===== config.mk =====
export PLATFORM = sky130hd
export DESIGN_NAME = newton_square_root
export DESIGN_NICKNAME = d
export VERILOG_FILES = /design/src/rtl/nsr_pkg.sv /design/src/rtl/nsr_divider.sv /design/src/rtl/newton_square_root.sv
export SDC_FILE = /design/constraint.sdc
export NUM_CORES = 1
export LEC_CHECK = 0
export ABC_AREA = 1
export BUFFER_PORTS_ARGS = -buffer_cell sky130_fd_sc_hd__buf_2
export CAP_MARGIN = 20
export CORE_ASPECT_RATIO = 1.4
export CORE_UTILIZATION = 30
export DETAILED_ROUTE_END_ITERATION = 7
export GPL_TIMING_DRIVEN = 0
export PLACE_DENSITY_LB_ADDON = 0.2
export RECOVER_POWER = 50
export SLEW_MARGIN = 10
export SYNTH_ARGS = -nofsm -noshare
export SYNTH_HDL_FRONTEND = slang
export SYNTH_HIERARCHICAL = 1
export SYNTH_SLANG_ARGS = --single-unit

===== constraint.sdc =====
create_clock -name clock -period 6.8 [get_ports clock]
set_clock_uncertainty 0.2 [all_clocks]
set_input_delay 1.36 -clock clock [delete_from_list [all_inputs] [get_ports clock]]
set_output_delay 1.36 -clock clock [all_outputs]
set_load 0.1 [all_outputs]

===== src/rtl/nsr_pkg.sv =====
// Shared types and constants for the Newton square root block.
// Used by the top level and by the shared divider; no dependencies.
package nsr_pkg;

   localparam int unsigned DATA_W   = 32;
   localparam int unsigned ERR_W    = 31;
   localparam int unsigned ITER_W   = 6;
   localparam int unsigned DVD_W    = 64;
   localparam int unsigned STEP_W   = 7;
   localparam int unsigned CSR_IDX_W = 2;

   // Register indexes of the configuration port.
   localparam logic [CSR_IDX_W-1:0] CSR_INITIAL_GUESS     = 2'd0;
   localparam logic [CSR_IDX_W-1:0] CSR_TOLERANCE_PERCENT = 2'd1;
   localparam logic [CSR_IDX_W-1:0] CSR_MAX_ITERATIONS    = 2'd2;

   // Reset values: 5.0 in Q16.16, about 0.0005 percent in Q7.24, and 20.
   localparam logic [DATA_W-1:0] GUESS_RESET = 32'd327680;
   localparam logic [ERR_W-1:0]  TOL_RESET   = 31'd8389;
   localparam logic [ITER_W-1:0] MAX_RESET   = 6'd20;

   // 100 percent in Q7.24 and the saturation limit of the error.
   localparam logic [ERR_W-1:0]  ONE_HUNDRED_PCT = 31'd1677721600;
   localparam logic [ERR_W-1:0]  ERR_MAX         = 31'h7FFF_FFFF;
   localparam logic [DATA_W-1:0] U32_MAX         = 32'hFFFF_FFFF;

   // Step counts of the two divisions of one update.
   localparam logic [STEP_W-1:0] QUOT_STEPS = 7'd48;
   localparam logic [STEP_W-1:0] ERR_STEPS  = 7'd63;

   // Command from the sequencer to the shared divider.
   typedef struct packed {
      logic              go;
      logic [STEP_W-1:0] steps;
   } div_cmd_type;

endpackage


===== src/rtl/nsr_divider.sv =====
// Shared restoring divider, one quotient bit per cycle.
// Depends on nsr_pkg for widths and the command struct.
module nsr_divider
   import nsr_pkg::*;
(
   input  logic              clock,
   input  logic              reset,
   input  div_cmd_type       cmd,
   input  logic [DVD_W-1:0]  dividend,
   input  logic [DATA_W-1:0] divisor,
   output logic              done,
   output logic [DVD_W-1:0]  quotient
);

   logic              active_ff, active_in;
   logic              done_ff, done_in;
   logic [STEP_W-1:0] count_ff, count_in;
   logic [DATA_W-1:0] rem_ff, rem_in;
   logic [DVD_W-1:0]  dq_ff, dq_in;
   logic [DATA_W-1:0] divisor_ff, divisor_in;
   logic [DATA_W:0]   rem_shift;
   logic [DATA_W:0]   rem_sub;
   logic              fits;

   // The dividend is loaded left-justified; quotient bits enter at the bottom.
   assign rem_shift = {rem_ff, dq_ff[DVD_W-1]};
   assign fits      = rem_shift >= {1'b0, divisor_ff};
   assign rem_sub   = rem_shift - {1'b0, divisor_ff};

   always_comb begin
      active_in  = active_ff;
      done_in    = 1'b0;
      count_in   = count_ff;
      rem_in     = rem_ff;
      dq_in      = dq_ff;
      divisor_in = divisor_ff;
      if (cmd.go) begin
         active_in  = 1'b1;
         count_in   = cmd.steps;
         rem_in     = '0;
         dq_in      = dividend;
         divisor_in = divisor;
      end else if (active_ff) begin
         rem_in   = fits ? rem_sub[DATA_W-1:0] : rem_shift[DATA_W-1:0];
         dq_in    = {dq_ff[DVD_W-2:0], fits};
         count_in = count_ff - 7'd1;
         if (count_ff == 7'd1) begin
            active_in = 1'b0;
            done_in   = 1'b1;
         end
      end
   end

   always_ff @(posedge clock) begin
      if (reset) begin
         active_ff <= 1'b0;
         done_ff   <= 1'b0;
         count_ff  <= '0;
      end else begin
         active_ff <= active_in;
         done_ff   <= done_in;
         count_ff  <= count_in;
      end
      rem_ff     <= rem_in;
      dq_ff      <= dq_in;
      divisor_ff <= divisor_in;
   end

   assign done     = done_ff;
   assign quotient = dq_ff;

endmodule


===== src/rtl/newton_square_root.sv =====
// Newton (divide-and-average) square root of an unsigned Q16.16 radicand.
// Each update walks UPDATE, DIV1, AVG, DIFF, MUL, DIV2 and CHECK in turn; rsp_valid rises
// after the last update's CHECK; a zero estimate skips a divider pass and is shorter.
// Throughput: one transaction at a time; busy stays high until the result strobe.
// The receiver cannot stall: results show for exactly one cycle on rsp_valid.
// Reset is synchronous, active high; it restores the configuration defaults.
module newton_square_root
   import nsr_pkg::*;
(
   input  logic                 clock,
   input  logic                 reset,
   input  logic                 start,
   output logic                 busy,
   input  logic [DATA_W-1:0]    req_radicand,
   output logic                 rsp_valid,
   output logic [DATA_W-1:0]    rsp_root,
   output logic [ERR_W-1:0]     rsp_relative_error,
   output logic [ITER_W-1:0]    rsp_iterations_used,
   output logic                 rsp_converged,
   input  logic                 csr_write_enable,
   input  logic [CSR_IDX_W-1:0] csr_index,
   input  logic [DATA_W-1:0]    csr_write_data
);

   // Sequencer codes. One update walks UPDATE through CHECK once.
   localparam logic [2:0] ST_IDLE   = 3'd0;
   localparam logic [2:0] ST_UPDATE = 3'd1;  // save old estimate, launch a / x
   localparam logic [2:0] ST_DIV1   = 3'd2;  // wait for the quotient
   localparam logic [2:0] ST_AVG    = 3'd3;  // average estimate and quotient
   localparam logic [2:0] ST_DIFF   = 3'd4;  // absolute change of the estimate
   localparam logic [2:0] ST_MUL    = 3'd5;  // scale by 100 and launch the error division
   localparam logic [2:0] ST_DIV2   = 3'd6;  // wait for the error
   localparam logic [2:0] ST_CHECK  = 3'd7;  // stop test

   // Configuration registers.
   logic [DATA_W-1:0] guess_ff, guess_in;
   logic [ERR_W-1:0]  tol_ff, tol_in;
   logic [ITER_W-1:0] max_ff, max_in;

   // Working state of one transaction.
   logic [2:0]        state_ff, state_in;
   logic [DATA_W-1:0] radicand_ff, radicand_in;
   logic [DATA_W-1:0] est_ff, est_in;
   logic [DATA_W-1:0] prev_ff, prev_in;
   logic [47:0]       quot_ff, quot_in;
   logic [DATA_W-1:0] diff_ff, diff_in;
   logic [ITER_W-1:0] count_ff, count_in;
   logic [ERR_W-1:0]  err_ff, err_in;
   logic              valid_ff, valid_in;
   logic              conv_ff, conv_in;

   // Shared divider hookup.
   div_cmd_type       div_cmd;
   logic [DVD_W-1:0]  div_dividend;
   logic [DATA_W-1:0] div_divisor;
   logic              div_done;
   logic [DVD_W-1:0]  div_quotient;

   logic [48:0]       avg_sum;
   logic [38:0]       scaled_diff;

   nsr_divider u_divider (
      .clock    (clock),
      .reset    (reset),
      .cmd      (div_cmd),
      .dividend (div_dividend),
      .divisor  (div_divisor),
      .done     (div_done),
      .quotient (div_quotient)
   );

   // x + q is at most 49 bits wide; halving it may still overflow 32 bits.
   assign avg_sum = {17'd0, prev_ff} + {1'b0, quot_ff};

   // 100 * d as shifts and adds: 64 + 32 + 4.
   assign scaled_diff = {1'b0, diff_ff, 6'd0} + {2'd0, diff_ff, 5'd0}
                      + {5'd0, diff_ff, 2'd0};

   // Configuration writes; an index beyond the list is ignored.
   always_comb begin
      guess_in = guess_ff;
      tol_in   = tol_ff;
      max_in   = max_ff;
      if (csr_write_enable) begin
         unique case (csr_index)
            CSR_INITIAL_GUESS:     guess_in = csr_write_data;
            CSR_TOLERANCE_PERCENT: tol_in   = csr_write_data[ERR_W-1:0];
            CSR_MAX_ITERATIONS:    max_in   = csr_write_data[ITER_W-1:0];
            default:               ;
         endcase
      end
   end

   always_comb begin
      state_in     = state_ff;
      radicand_in  = radicand_ff;
      est_in       = est_ff;
      prev_in      = prev_ff;
      quot_in      = quot_ff;
      diff_in      = diff_ff;
      count_in     = count_ff;
      err_in       = err_ff;
      conv_in      = conv_ff;
      valid_in     = 1'b0;
      div_cmd      = '{go: 1'b0, steps: QUOT_STEPS};
      div_dividend = {radicand_ff, 32'd0};
      div_divisor  = est_ff;

      unique case (state_ff)
         ST_IDLE: begin
            if (start) begin
               // A new transaction starts from the configured guess, the count
               // at one and the error at 100 percent.
               radicand_in = req_radicand;
               est_in      = guess_ff;
               count_in    = 6'd1;
               err_in      = ONE_HUNDRED_PCT;
               state_in    = ST_UPDATE;
            end
         end
         ST_UPDATE: begin
            prev_in = est_ff;
            if (est_ff == '0) begin
               // Division by a zero estimate saturates the quotient.
               quot_in  = {16'd0, U32_MAX};
               state_in = ST_AVG;
            end else begin
               // (a << 16) / x: the dividend sits left-justified, 48 steps.
               div_cmd.go = 1'b1;
               state_in   = ST_DIV1;
            end
         end
         ST_DIV1: begin
            if (div_done) begin
               quot_in  = div_quotient[47:0];
               state_in = ST_AVG;
            end
         end
         ST_AVG: begin
            est_in   = (avg_sum[48:33] != '0) ? U32_MAX : avg_sum[32:1];
            count_in = count_ff + 6'd1;
            state_in = ST_DIFF;
         end
         ST_DIFF: begin
            diff_in  = (est_ff >= prev_ff) ? est_ff - prev_ff : prev_ff - est_ff;
            // A zero new estimate leaves the error as it was.
            state_in = (est_ff == '0) ? ST_CHECK : ST_MUL;
         end
         ST_MUL: begin
            // (100 * d) << 24 is 63 bits; it goes in left-justified.
            div_cmd      = '{go: 1'b1, steps: ERR_STEPS};
            div_dividend = {scaled_diff, 25'd0};
            state_in     = ST_DIV2;
         end
         ST_DIV2: begin
            if (div_done) begin
               err_in   = (div_quotient[62:31] != '0) ? ERR_MAX : div_quotient[30:0];
               state_in = ST_CHECK;
            end
         end
         ST_CHECK: begin
            if ((err_ff > tol_ff) && (count_ff < max_ff)) begin
               state_in = ST_UPDATE;
            end else begin
               // Converged is judged on the error alone, even at the limit.
               conv_in  = (err_ff <= tol_ff);
               valid_in = 1'b1;
               state_in = ST_IDLE;
            end
         end
      endcase
   end

   always_ff @(posedge clock) begin
      if (reset) begin
         guess_ff <= GUESS_RESET;
         tol_ff   <= TOL_RESET;
         max_ff   <= MAX_RESET;
         state_ff <= ST_IDLE;
         valid_ff <= 1'b0;
         count_ff <= '0;
      end else begin
         guess_ff <= guess_in;
         tol_ff   <= tol_in;
         max_ff   <= max_in;
         state_ff <= state_in;
         valid_ff <= valid_in;
         count_ff <= count_in;
      end
      radicand_ff <= radicand_in;
      est_ff      <= est_in;
      prev_ff     <= prev_in;
      quot_ff     <= quot_in;
      diff_ff     <= diff_in;
      err_ff      <= err_in;
      conv_ff     <= conv_in;
   end

   // The working registers hold still through the strobe cycle, so the result
   // reads straight from them.
   assign busy                = (state_ff != ST_IDLE);
   assign rsp_valid           = valid_ff;
   assign rsp_root            = est_ff;
   assign rsp_relative_error  = err_ff;
   assign rsp_iterations_used = count_ff;
   assign rsp_converged       = conv_ff;

endmodule

After elaboration in Yosys (flattened, before gate mapping)
Cells that the tools add are included.
{ "word_totals": {"register_bits": 424, "input_bits": 70, "out_inout_bits": 72, "word_cells": 105} }
{ "op_classes": {"n_addsub": 8, "n_eq_ne": 14, "n_bitwise": 3, "n_reduce_logical": 22, "n_lt_le_gt_ge": 5, "muxes": 34} }
{ "op_table": {"columns": ["operator", "n"], "rows": [
  ["$mux 64", 3],
  ["$mux 32", 4],
  ["$mux 48", 2],
  ["$pmux 48 s2", 1],
  ["$sub 32x32->32", 3],
  ["$mux 31", 3],
  ["$pmux 32 s2", 1],
  ["$pmux 31 s2", 1],
  ["$add 32x48->49", 1],
  ["$add 38x37->39", 1],
  ["$add 39x34->39", 1],
  ["$ge 33x32->1", 1],
  ["$ge 32x32->1", 1],
  ["$logic_not 32->1", 1],
  ["$reduce_bool 32->1", 1],
  ["$gt 31x31->1", 1],
  ["$le 31x31->1", 1],
  ["$pmux 3 s8", 1],
  ["$reduce_bool 16->1", 1],
  ["$mux 7", 2],
  ["$eq 3x3->1 const B", 4],
  ["$pmux 6 s2", 1],
  ["$reduce_and 2->1", 6],
  ["$mux 3", 3],
  ["other kinds (24)", 41]
]} }

Longest topological paths before layout
{ "depth": {"word_depth": 4, "depth_mapped": 20, "ltp_nobuf": 19} }

Hierarchy
Netlist, hierarchy kept.
{ "modules_own_cells": {"columns": ["module", "seq_area_each_um2", "area_each_um2", "cells_each", "n_inst"], "rows": [
  ["newton_square_root", 7827.5, 21739.6, 2939, 1],
  ["nsr_divider", 3703.6, 8339.2, 1157, 1]
]} }

Worst setup path before layout
OpenSTA, ideal clock, no wires.
{ "synth_path": {"kind": "register -> register", "from": "reg est_ff[25] (netlist: rsp_root[25])", "to": "reg u_divider.dq_ff[0] (netlist: u_divider/quotient[0]) (enable)", "setup_time_ns": 0.454, "n_path_buf": 2, "period_less_slack_ns": 7.023, "required_ns": 6.146, "arrival_ns": 6.369, "slack_ns": -0.223, "path_stages_with_launch": 11, "path_cell_list": "edfxtp_1 inv_1 nand2_1 nor3_1 nand4_1 nor3_1 o21ai_0 clkbuf_1 nor2_1 inv_1 clkbuf_1"} }
{ "synth_lines": {"columns": ["item", "line_no", "rtl"], "rows": [
  ["start, declared", "newton_square_root.sv:43", "logic [DATA_W-1:0] est_ff, est_in;"],
  ["start signal, assigned", "newton_square_root.sv:191", "est_ff <= est_in;"],
  ["end signal, assigned", "nsr_divider.sv:65", "dq_ff <= dq_in;"],
  ["end, declared", "nsr_divider.sv:19", "logic [DVD_W-1:0] dq_ff, dq_in;"]
]} }

==> flow_metrics.tcl <==
set metrics [dict create \
    cts_repair_resize_count 0 \
    ys_ff_latch 424 \
    async_flop_share 0 \
    rows 137 \
    yosysSeqAreaShare 0.3834 \
    critical_path.max_fanout 38 \
    p_int_mw 5.902 \
    hold_path_class "reg2reg" \
    p_seq_frac 0.354 \
    min_period_over_period 0.8548 \
    cp-start-kind "flop" \
    syn_avg_cell_area_um2 7.343 \
    antenna_found_initial 2 \
    p_leak_nw 16.56 \
    drc 0 \
    crit_buf_inv 10 \
    grt_overflow 0 \
    wl_mm 108.6 \
    drt_first_pass_iters 6 \
    syn-cell-area_mm2 0.03008 \
    synthCells 4096 \
    grt_pass1_wl_mm 161.8 \
    root_buffer "clkbuf_16" \
    layout-drive-gt1-share 0.07925 \
    cp_cell_sequence "nor2_1, inv_1, nor2_1, buf_6, inv_1, clkbuf_1, clkbuf_1, o21ai_4, clkbuf_1, buf_8, nor2_1, inv_1, clkbuf_4, buf_16" \
    fin_nets 4631 \
    synth_cell_types 53 \
    initial_core_util 0.3025 \
    maxCapViolCount 4 \
    instances_no_fill 5687 \
    cts_tree "built" \
    fmax_mhz 172.0 \
    drtAntennaViolNets 0 \
    core-area_mm2 0.09942 \
    drt_iter0_markers 1482 \
    crit_path_end "u_divider/quotient[26]" \
    cp.arrival_ps 5910 \
    crit_path_max_incr_delay_ps 780 \
    clk_latency_ps 620 \
    cts_buffers 48 \
    finalSetupViolCount 0 \
    wl_per_cell_um 19.10 \
    dp_cells 5597 \
    n_fill_cell 10877 \
    syn_to_final_growth_pct 14.44 \
    net-switching-power_mw 4.017 \
    cts_hold_buf 0 \
    gp_congestion 0.9761 \
    die-area_mm2 0.1016 \
    post-dp-hpwl_mm 89.96 \
    place_area_mm2 0.03283 \
    end_kind "flop" \
    crit_required_ps 6900 \
    cp.depth 14 \
    hold_violations 0 \
    worstMarginPinSlew_ps 1955 \
    vias 26389 \
    ys.flop_type "edfxtp_1" \
    rsz0062_at_grt "false" \
    synth-edff-count 304 \
    portBuffers 141 \
    r2r-end "u_divider/quotient[26]" \
    grt_max_degree 39 \
    slew_headroom -0.3034 \
    htree_levels 2 \
    design_power_total_mw 9.918 \
    min_period_ps 5813 \
    final_cell_mix "1246 x nand2_1, 686 x inv_1, 347 x nor2_1" \
    ys_warn_count 6 \
    clk_pin_slew_worst_paths_ps 70 \
    ff2ff_path_depth 14 \
    grt_pass1_vias 26600 \
    viasPerCell 4.640 \
    regToRegSetupSlack_ps 990 \
    worstSetupPathType "reg2reg" \
    crit_path_top_delay_cell "nor2_1" \
    clock_sink_count 424 \
    setup_slack_ps 987.0 \
    die_h_um 376.7 \
    final_area_mm2 0.03442 \
    whs_ps 249.6 \
    io_pins 142 \
    grt_use_total 0.2125 \
    path_delay_family "buffers and inverters" \
    p_clk_frac 0.295 \
    combPwrFrac 0.352 \
    cts_setup_buffers 0 \
    crit_start "state_ff[1]" \
    die_w_um 269.6 \
    finalMaxSlewViolations 96 \
    final_common_cell "nand2_1" \
    pre_cts_slack_ps 867.7 \
    irDropWorstVdd_uv 219.3 \
    timing.rr.start "state_ff[1]" \
    status "complete, but fails checks" \
    swShare 0.4050 \
    violations "max-capacitance violations, max-slew violations" \
    cts_max_path_buffers 3 \
    power.density_mw_per_mm2 288.1 \
]
## cells in the mapped netlist (33+ instances only)
master | n | area (um^2)
edfxtp_1 | 304 | 9129
xnor2_1 | 40 | 350.3
ha_1 | 201 | 2515
xor2_1 | 63 | 551.8
nand4_1 | 39 | 244.0
dfxtp_1 | 120 | 2402
nor2_1 | 347 | 1303
a21oi_1 | 234 | 1171
fa_1 | 33 | 660.6
nand2_1 | 1246 | 4677
clkbuf_1 | 63 | 236.5
o21ai_0 | 175 | 875.8
or2_2 | 40 | 250.2
nand3_1 | 196 | 980.9
inv_1 | 685 | 2571
## per-layer routing
metal,vias to the layer above,wire [um],share of wire,global-route usage
met3,197,3263,0.030,0.01947
met5,-,0,0,0
met1,12106,44110,0.41,0.2396
li1,13533,-,-,-
met2,553,54770,0.50,0.3930
met4,0,6490,0.060,0.1143
## kinds of logic after synthesis
| logic type | after synthesis | synth area share |
|---|---|---|
| flops | 424 | 0.3834 |
| fa+ha+maj | 234 | 0.1056 |
| other cells | 2 | 0.0002497 |
| xor+xnor | 103 | 0.02999 |
| compound gates | 532 | 0.09775 |
| simple gates | 2003 | 0.2794 |
| buf+inv | 797 | 0.1034 |
| mux | 1 | 0.0003328 |
## worst min-delay path by stage
stage              endpoint  cells after the start          from  slack, ps
2_1_floorplan  guess_ff[16]                      2  guess_ff[16]        220
3_3_place_gp      max_ff[0]                      2     max_ff[0]        240
3_5_place_dp      max_ff[0]                      2     max_ff[0]        250
4_1_cts           max_ff[0]                      2     max_ff[0]        250
5_1_grt           max_ff[0]                      2     max_ff[0]        280
6_report          max_ff[0]                      2     max_ff[0]        250
## area by class of cell
cell class                 instances  area (um^2)  share of cell area
antenna                            1        2.502          0.00007270
buffer                           103        508.0             0.01476
clock buffer                      57         1340             0.03893
clock inverter                    32        410.4             0.01192
inverter                         694         2605             0.07568
multi-input combinational       2903        15570              0.4522
sequential                       424        11530              0.3350
tap                             1320         1652             0.04798
timing repair buffer             153        808.3             0.02348
## power groups by stage
| stage | clock (mW) | sequential (mW) | combinational [mW] |
|---|---|---|---|
| detailed placement | 0 | 3.55 | 3.52 |
| floorplan | 0 | 3.80 | 2.01 |
| finish | 2.92 | 3.51 | 3.49 |
| global placement | 0 | 3.59 | 3.45 |
| global route | 3.09 | 3.55 | 3.83 |
| CTS | 3.01 | 3.51 | 3.53 |
## per-stage QoR
step	utilization	TNS, ps
6_report	0.3462	0
5_1_grt	0.3462	0
4_1_cts	0.3478	0
3_5_place_dp	0.3302	0
3_3_place_gp	0.3273	-452540
2_1_floorplan	-	0
## worst register-to-register path, stage by stage (launching register included)
cell	delay, ps
dfxtp_1	430
nor2_1	80
inv_1	180
nor2_1	110
buf_6	170
inv_1	120
clkbuf_1	460
clkbuf_1	720
o21ai_4	400
clkbuf_1	380
buf_8	240
nor2_1	780
inv_1	330
clkbuf_4	490
buf_16	310
## flip-flops by register name (all words and copies together) (netlist names), 3 cells and up
| name | cells |
|---|---|
| diff_ff | 32 |
| guess_ff | 32 |
| max_ff | 6 |
| prev_ff | 32 |
| quot_ff | 48 |
| radicand_ff | 32 |
| rsp_iterations_used | 6 |
| rsp_relative_error | 31 |
| rsp_root | 32 |
| state_ff | 3 |
| tol_ff | 31 |
| u_divider/count_ff | 7 |
| u_divider/divisor_ff | 32 |
| u_divider/quotient | 64 |
| u_divider/rem_ff | 32 |
Power figures use the tool's default switching activity.
